### src/rtl/vna_pkg.sv
package vna_pkg;

    localparam int MAX_VERTICES_DEF = 1024;
    localparam int ACC_WIDTH_DEF    = 48;
    localparam int IDX_W            = 10;
    localparam int POS_W            = 16;
    localparam int NRM_W            = 16;

    localparam logic [1:0] ACT_LOAD = 2'd0;
    localparam logic [1:0] ACT_TRI  = 2'd1;
    localparam logic [1:0] ACT_READ = 2'd2;
    localparam logic [1:0] ACT_NONE = 2'd3;

    typedef struct packed {
        logic             zero;
        logic [NRM_W-1:0] nz;
        logic [NRM_W-1:0] ny;
        logic [NRM_W-1:0] nx;
    } norm_res_t;

endpackage

### src/rtl/vna_norm.sv
module vna_norm #(
    parameter int ACC_WIDTH = vna_pkg::ACC_WIDTH_DEF
) (
    input  logic                        clk,
    input  logic                        rst_n,
    input  logic                        start,
    input  logic signed [ACC_WIDTH-1:0] sx,
    input  logic signed [ACC_WIDTH-1:0] sy,
    input  logic signed [ACC_WIDTH-1:0] sz,
    output logic                        done,
    output vna_pkg::norm_res_t          res
);

    localparam logic [2:0] N_IDLE  = 3'd0;
    localparam logic [2:0] N_SHIFT = 3'd1;
    localparam logic [2:0] N_SQ    = 3'd2;
    localparam logic [2:0] N_ROOT  = 3'd3;
    localparam logic [2:0] N_DINIT = 3'd4;
    localparam logic [2:0] N_DIV   = 3'd5;

    logic [2:0]  st_reg;
    logic [63:0] m_reg [3];
    logic [2:0]  neg_reg;
    logic [61:0] prod_reg;
    logic [63:0] sq_reg;
    logic [1:0]  k_reg;
    logic [63:0] rt_n_reg;
    logic [63:0] rt_res_reg;
    logic [63:0] rt_bit_reg;
    logic [31:0] len_reg;
    logic [15:0] num_reg;
    logic [32:0] rem_reg;
    logic [3:0]  cnt_reg;
    logic [15:0] q_reg;
    logic        done_reg;
    vna_pkg::norm_res_t res_reg;

    logic [63:0] ext_x, ext_y, ext_z;
    logic [63:0] or_all;
    logic [63:0] m_sel;
    logic [63:0] rt_t;
    logic [45:0] nume;
    logic [32:0] rem2;
    logic        ge;
    logic [15:0] q_fin;
    logic [15:0] comp;

    function automatic logic [63:0] mag64(input logic [63:0] v);
        return v[63] ? (64'd0 - v) : v;
    endfunction

    assign ext_x  = 64'(sx);
    assign ext_y  = 64'(sy);
    assign ext_z  = 64'(sz);
    assign or_all = m_reg[0] | m_reg[1] | m_reg[2];

    always_comb
    begin
        unique case (k_reg)
            2'd0:    m_sel = m_reg[0];
            2'd1:    m_sel = m_reg[1];
            2'd2:    m_sel = m_reg[2];
            default: m_sel = 64'd0;
        endcase
    end

    assign rt_t  = rt_res_reg + rt_bit_reg;
    assign nume  = 46'({m_sel[30:0], 14'd0}) + 46'(len_reg[31:1]);
    assign rem2  = {rem_reg[31:0], num_reg[15]};
    assign ge    = (rem2 >= {1'b0, len_reg});
    assign q_fin = {q_reg[14:0], ge};
    assign comp  = neg_reg[k_reg] ? (16'd0 - q_fin) : q_fin;

    always_ff @(posedge clk or negedge rst_n)
    begin
        if (!rst_n)
        begin
            st_reg   <= N_IDLE;
            done_reg <= 1'b0;
        end
        else
        begin
            done_reg <= 1'b0;
            unique case (st_reg)
                N_IDLE:
                begin
                    if (start)
                    begin
                        if (sx == '0 && sy == '0 && sz == '0)
                        begin
                            done_reg <= 1'b1;
                        end
                        else
                        begin
                            st_reg <= N_SHIFT;
                        end
                    end
                end
                N_SHIFT:
                begin
                    if (!(|or_all[63:31]) && or_all[30])
                    begin
                        st_reg <= N_SQ;
                    end
                end
                N_SQ:
                begin
                    if (k_reg == 2'd3)
                    begin
                        st_reg <= N_ROOT;
                    end
                end
                N_ROOT:
                begin
                    if (rt_bit_reg[0])
                    begin
                        st_reg <= N_DINIT;
                    end
                end
                N_DINIT:
                begin
                    st_reg <= N_DIV;
                end
                N_DIV:
                begin
                    if (cnt_reg == 4'd15)
                    begin
                        if (k_reg == 2'd2)
                        begin
                            st_reg   <= N_IDLE;
                            done_reg <= 1'b1;
                        end
                        else
                        begin
                            st_reg <= N_DINIT;
                        end
                    end
                end
                default:
                begin
                    st_reg <= N_IDLE;
                end
            endcase
        end
    end

    always_ff @(posedge clk)
    begin
        unique case (st_reg)
            N_IDLE:
            begin
                if (start)
                begin
                    m_reg[0] <= mag64(ext_x);
                    m_reg[1] <= mag64(ext_y);
                    m_reg[2] <= mag64(ext_z);
                    neg_reg  <= {ext_z[63], ext_y[63], ext_x[63]};
                    k_reg    <= 2'd0;
                    sq_reg   <= 64'd0;
                    res_reg  <= '{zero: 1'b1, nz: '0, ny: '0, nx: '0};
                end
            end
            N_SHIFT:
            begin
                if (|or_all[63:31])
                begin
                    m_reg[0] <= m_reg[0] >> 1;
                    m_reg[1] <= m_reg[1] >> 1;
                    m_reg[2] <= m_reg[2] >> 1;
                end
                else if (!or_all[30])
                begin
                    m_reg[0] <= m_reg[0] << 1;
                    m_reg[1] <= m_reg[1] << 1;
                    m_reg[2] <= m_reg[2] << 1;
                end
            end
            N_SQ:
            begin
                prod_reg <= 62'(m_sel[30:0] * m_sel[30:0]);
                if (k_reg != 2'd0)
                begin
                    sq_reg <= sq_reg + 64'(prod_reg);
                end
                if (k_reg == 2'd3)
                begin
                    rt_n_reg   <= sq_reg + 64'(prod_reg);
                    rt_res_reg <= 64'd0;
                    rt_bit_reg <= 64'd1 << 62;
                    k_reg      <= 2'd0;
                    res_reg.zero <= 1'b0;
                end
                else
                begin
                    k_reg <= k_reg + 2'd1;
                end
            end
            N_ROOT:
            begin
                if (rt_n_reg >= rt_t)
                begin
                    rt_n_reg   <= rt_n_reg - rt_t;
                    rt_res_reg <= (rt_res_reg >> 1) + rt_bit_reg;
                    len_reg    <= 32'((rt_res_reg >> 1) + rt_bit_reg);
                end
                else
                begin
                    rt_res_reg <= rt_res_reg >> 1;
                    len_reg    <= 32'(rt_res_reg >> 1);
                end
                rt_bit_reg <= rt_bit_reg >> 2;
            end
            N_DINIT:
            begin
                rem_reg <= 33'(nume[45:16]);
                num_reg <= nume[15:0];
                cnt_reg <= 4'd0;
                q_reg   <= 16'd0;
            end
            N_DIV:
            begin
                rem_reg <= ge ? (rem2 - {1'b0, len_reg}) : rem2;
                num_reg <= num_reg << 1;
                q_reg   <= q_fin;
                cnt_reg <= cnt_reg + 4'd1;
                if (cnt_reg == 4'd15)
                begin
                    unique case (k_reg)
                        2'd0:    res_reg.nx <= comp;
                        2'd1:    res_reg.ny <= comp;
                        default: res_reg.nz <= comp;
                    endcase
                    k_reg <= k_reg + 2'd1;
                end
            end
            default:
            begin
            end
        endcase
    end

    assign done = done_reg;
    assign res  = res_reg;

endmodule

### config.mk
export PLATFORM = sky130hd
export DESIGN_NAME = vna_norm
export DESIGN_NICKNAME = d
export VERILOG_FILES = /design/src/rtl/vna_pkg.sv /design/src/rtl/vna_norm.sv
export SDC_FILE = /design/constraint.sdc
export NUM_CORES = 2
export LEC_CHECK = 0
export BUFFER_PORTS_ARGS = -buffer_cell sky130_fd_sc_hd__buf_2
export CAP_MARGIN = 25
export CORE_MARGIN = 5
export CORE_UTILIZATION = 56
export DETAILED_ROUTE_END_ITERATION = 10
export GPL_TIMING_DRIVEN = 0
export PLACE_DENSITY = 0.87
export RECOVER_POWER = 25
export SLEW_MARGIN = 20
export SYNTH_ARGS = -nofsm -noshare
export SYNTH_HDL_FRONTEND = slang
export SYNTH_SLANG_ARGS = --single-unit
### constraint.sdc
create_clock -name clk -period 10.4 [get_ports clk]
set_clock_uncertainty 0.15 [all_clocks]
set_input_delay 1.04 -clock clk [delete_from_list [all_inputs] [get_ports clk]]
set_output_delay 1.04 -clock clk [all_outputs]
set_load 0.005 [all_outputs]
Word level (Yosys, flattened, before mapping)
Memory sizes are Yosys's and may differ from the RTL's. Cells that the tools add are included.

$add $sub $neg: 12. $mul: 1. Order comparisons: 3. Eq/ne operators: 20. Muxes and demuxes: 65. Bitwise gates (word level): 8. Reductions and logical operators: 27.

Operators with widths (count): two-way mux 64 bit (16); case mux 64 bit (2 select lines) (4); subtractor 1 x 48 -> 49 bit (first input constant) (3); logical NOT 48 bit (3); OR 64 bit (2); case mux 48 bit (2 select lines) (1); case mux 31 bit (3 select lines) (1); adder 63 x 64 -> 64 bit (1); adder 64 x 62 -> 64 bit (1); adder 64 bit (1); greater-or-equal comparator 64 bit (1); two-way mux 16 bit (4); two-way mux 32 bit (2); case mux 32 bit (2 select lines) (1); subtractor 64 bit (1); multiplier 31 x 31 -> 62 bit (1); two-way mux 49 bit (1); two-way mux 48 bit (1); adder 45 x 31 -> 46 bit (1); greater-or-equal comparator 33 x 32 -> 1 bit (1); OR reduction 33 bit (1); case mux 16 bit (2 select lines) (1); subtractor 32 bit (1); case mux 15 bit (2 select lines) (1); other kinds (31) (85).

Register bits: 475. Bits in writable memories: 192. Input port bits: 147. Output and inout port bits: 50. Logic and storage cells: 155. Memories kept: 1.

Memory list: m_reg (depth 3, bits a word 64, rd ports 3, clocked after memory_dff 0, wr ports 3, RTL line vna_norm.sv:22) `logic [63:0] m_reg [3];`.

Depth between registers and ports, before layout
An unclocked memory read counts as a cell.

Word-level depth: 9. Mapped depth: 39. Gate-level depth less buffers: 33.

Worst setup path after synthesis
OpenSTA, ideal clock, no wires.

Kind: flip-flop to flip-flop. Start point: register rt_res_reg[2]. End point: register rt_n_reg[0], enable pin. Setup time: 0.575 ns. Data arrival time: 9.500 ns. Data required time: 9.675 ns. Slack: 0.175 ns. Cell stages (with the launch flop): 24. Buffers on the path: 3. Clock period less this slack: 10.225 ns. Cells stage by stage: edfxtp_1 -> ha_1 -> a31oi_1 -> o21bai_1 -> a211oi_1 -> o2111ai_1 -> o21ai_0 -> nor2b_1 -> nor2_1 -> o32ai_1 -> a31oi_1 -> xor2_1 -> ha_1 -> clkbuf_1 -> nand4_1 -> or3_1 -> or2_2 -> nor3_1 -> a21oi_1 -> a22oi_1 -> a21oi_1 -> clkbuf_1 -> clkbuf_1 -> o21ai_0.

Cells in the longest elaborated chain, start to end: 4.

RTL lines: from (decl) (RTL line vna_norm.sv:28) `logic [63:0] rt_res_reg;`; from (signal assigned) (RTL line vna_norm.sv:203) `rt_res_reg <= (rt_res_reg >> 1) + rt_bit_reg;`; from (signal assigned) (RTL line vna_norm.sv:208) `rt_res_reg <= rt_res_reg >> 1;`; adder 64 bit (RTL line vna_norm.sv:67) `assign rt_t = rt_res_reg + rt_bit_reg;`; greater-or-equal comparator 64 bit (RTL line vna_norm.sv:200) `if (rt_n_reg >= rt_t)`; != test 2 bit (no line); AND reduction 3 bit (no line); to (signal assigned) (RTL line vna_norm.sv:187) `rt_n_reg <= sq_reg + 64'(prod_reg);`; to (signal assigned) (RTL line vna_norm.sv:202) `rt_n_reg <= rt_n_reg - rt_t;`; to (decl) (RTL line vna_norm.sv:27) `logic [63:0] rt_n_reg;`.

No other way between the ends. A chain may end at the register's enable or synchronous reset.

Final worst setup path
Start point: register k_reg[1]. End point: register prod_reg[60], data pin.

Cells in the longest elaborated chain, start to end: 3. Elaborated cells between the ends (all ways): 5. Classes of those cells: mul (1); eq/ne (2); mux (1); reduce/logical (1).

RTL lines: from (decl) (RTL line vna_norm.sv:26) `logic [1:0] k_reg;`; from (signal assigned) (RTL line vna_norm.sv:195) `k_reg <= k_reg + 2'd1;`; from (signal assigned) (RTL line vna_norm.sv:233) `k_reg <= k_reg + 2'd1;`; == test 2 bit (tied with other cells) (RTL line vna_norm.sv:59) `unique case (k_reg)`; case mux 31 bit (3 select lines) * (RTL line vna_norm.sv:59); multiplier 31 x 31 -> 62 bit * (RTL line vna_norm.sv:180) `prod_reg <= 62'(m_sel[30:0] * m_sel[30:0]);`; to (signal assigned) (RTL line vna_norm.sv:180); to (decl) (RTL line vna_norm.sv:24) `logic [61:0] prod_reg;`.

Mark *: on every way between the ends. The rest lies on a longest branch, timed or not.

==> run_results.csv <==
group,metric,value,unit
detailed_routing,drc_errors,0,
global_routing,grt_max_degree,53,
synth,synth.distinct_cells,81,
detailed_routing,wl_per_cell,24.8,µm
synth,synth_area_per_cell,9.17,µm²
flow_run,maxCapViolations,1,
clock_tree,numClockSinks,634,
synth,synth-async-reset-ratio,0.631,%
global_routing,grt_pass1_wl,362,mm
global_routing,grt_pass1_vias,60700,
setup_path,cpPeakStageDelay,880,ps
timing,finalSetupViolations,0,
timing,slew_viol_final,46,
setup_path,critPathKind,"register to register",
cells_and_area,multi_input_area,46900,µm²
cells_and_area,drive_above_1_share,6.32,%
synth,seq_area_frac_synth,26.9,%
timing,hold_violations,0,
setup_path,crit_path_frequent_cell,"fa_1",
clock_tree,cts_root_buf,"clkbuf_16",
clock_tree,numCtsBuffers,75,
clock_tree,cts_tree,"built",
setup_path,worstSetupStartpointType,"register",
floorplan,io_pins,197,
global_routing,overflow,0,
placed_design,gp_congestion,1.06,
floorplan,dieArea,134000,µm²
synth,synth_edf_count,630,
hold_path,hold_class,"input port to asynchronous set/reset pin",
detailed_routing,vias,60700,
cells_and_area,filler_cell_count,10500,
timing,fin_tns_setup,0,ps
placed_design,dp_hpwl,197,mm
synth,synthCells,7719,
outcome,status,"finished, violations left",
clock_tree,cts.clk_slew.worst_paths,60,ps
timing,min_period,10330,ps
cells_and_area,largest_register_ffs,192,
setup_path,cp.required,10620,ps
floorplan,rows,130,
synth,ys_top_cells_by_count,"inv_1 (1064), nand2_1 (875), fa_1 (751)",
clock_tree,cts_max_level,3,
detailed_routing,drt_iter0_markers,7415,
timing,fin_ws,67.2,ps
synth,synth_top_area_share,26.7,%
clock_tree,ctsHoldBuffers,0,
detailed_routing,postRouteAntennaNets,0,
setup_path,arrival,10560,ps
floorplan,start_util,56.3,%
cells_and_area,finalNetCount,9429,
timing,period_share,99.4,%
detailed_routing,dr.pass1.iters,8,
timing,hold_slack,380,ps
outcome,violations,"capacitance limit, slew limit",
synth,synth_area_leaders,"edfxtp_1 (27%), fa_1 (21%), ha_1 (9.0%)",
placed_design,numPortBuffers,196,
synth,yosysTopAreaCell,"edfxtp_1",
synth,synth_area,70700,µm²
detailed_routing,routed_wl,241,mm
floorplan,coreArea,126000,µm²
setup_path,endpoint_kind,"register",
synth,ys.flop_type,"edfxtp_1",
floorplan,die_y,365,µm
timing,slew_headroom,-81.4,%
timing,max_freq,0.0968,GHz
timing,tightest_slew,2720,ps
placed_design,dp_slack,-3460,ps
clock_tree,clockBufferDepth,3,
cells_and_area,syn_to_final_growth,9.22,%
cells_and_area,seqCellArea,19000,µm²
setup_path,cpMaxStageDelayCell,"clkbuf_1",
global_routing,antenna_found_initial,8,
clock_tree,clk_latency,670,ps
setup_path,path_max_fanout,10,
synth,yosysMostFrequentCell,"inv_1",
floorplan,die_w,365,µm
detailed_routing,vias_per_cell,6.23,
synth,ys_ff_latch,634,
synth,yosys_warnings,0,
global_routing,grt_use_total,35.8,%
kinds of logic (layout without fill, tap and decap cells):
logic type	count (synthesis)	in the layout	synth area share [%]
adders and majority gates	1260	1260	30.3
other	1	12	0.00530
DFF	634	634	26.9
muxes	33	33	0.476
AOI/OAI and AO/OA	1575	1575	13.8
and+or+nand+nor	2329	2329	15.1
xor gates and xnor gates	494	494	6.12
buffers and inverters	1393	1754	7.39
cells in the final DEF (no fill, tap or decap), drive strengths merged, types with 36 or more instances in the layout:
cell / instances
o21ai: 405
a21o: 142
and3: 42
nor2: 647
ha: 509
xor2: 267
nand3: 89
nand2: 875
inv: 1066
clkbuf: 413
nor2b: 45
a21oi: 457
buf: 218
fa: 751
o21bai: 67
nor3: 90
o31ai: 71
or3: 85
a31oi: 107
a211oi: 65
nand4: 87
edfxtp: 630
clkinv: 40
xnor2: 227
and2: 166
a22oi: 36
nand2b: 46
nor4: 51
final cells by class:
cell class,instances,area share (%)
inverters,1073,5.26
clock buffers,88,2.52
flip-flops and latches,634,24.6
repair buffers,250,1.99
plain buffers,294,1.62
well taps,1650,2.67
diodes,9,0.0291
multi-input cells,5694,60.7
clock inverters,49,0.622
timing repair:
action / 4_1_cts / 5_1_grt
pin swaps: 7 / 6
resized for setup: 152 / 35
setup endpoints to repair: 45 / 14
buffers inserted: 17 / 7
final timing paths:
| path | startpoint | end | slack, ps | cells after the start |
|---|---|---|---|---|
| min reg2reg | num_reg[1] | num_reg[2] | 380 | 2 |
| max reg2reg | k_reg[1] | prod_reg[60] | 70 | 30 |
| max in group asynchronous | rst_n | st_reg[1] | 9080 | 1 |
| max | k_reg[1] | prod_reg[60] | 70 | 30 |
| min in group clk | num_reg[1] | num_reg[2] | 380 | 2 |
| min | rst_n | done | 380 | 1 |
worst max-delay path, delay by kind of cell (launching register included):
| family | cells | cell delay (ps) |
|---|---|---|
| fa+ha+maj | 10 | 4640 |
| simple gates | 5 | 1580 |
| buf+inv | 8 | 1550 |
| compound gates | 6 | 1290 |
| flops | 1 | 490 |
| mux | 1 | 320 |
per-layer routing:
metal,GRT usage (%),share of wire (%)
met4,23.2,8.1
met2,56.3,44
met3,8.24,11
met1,44.7,37
met5,0.145,0.013
metrics by stage:
stage               std cells  util [%]  cell area, µm²
finish                   9741      61.5           77300
global route             9732      61.5           77200
CTS                      9729      61.5           77200
detailed placement       9596      59.2           74300
global placement         9567      58.8           73800
floorplan                7721         -           70800
Power is left out: the tool's default activity adds up to more than one toggle a clock period on the data nets, which glitch-free logic cannot reach.
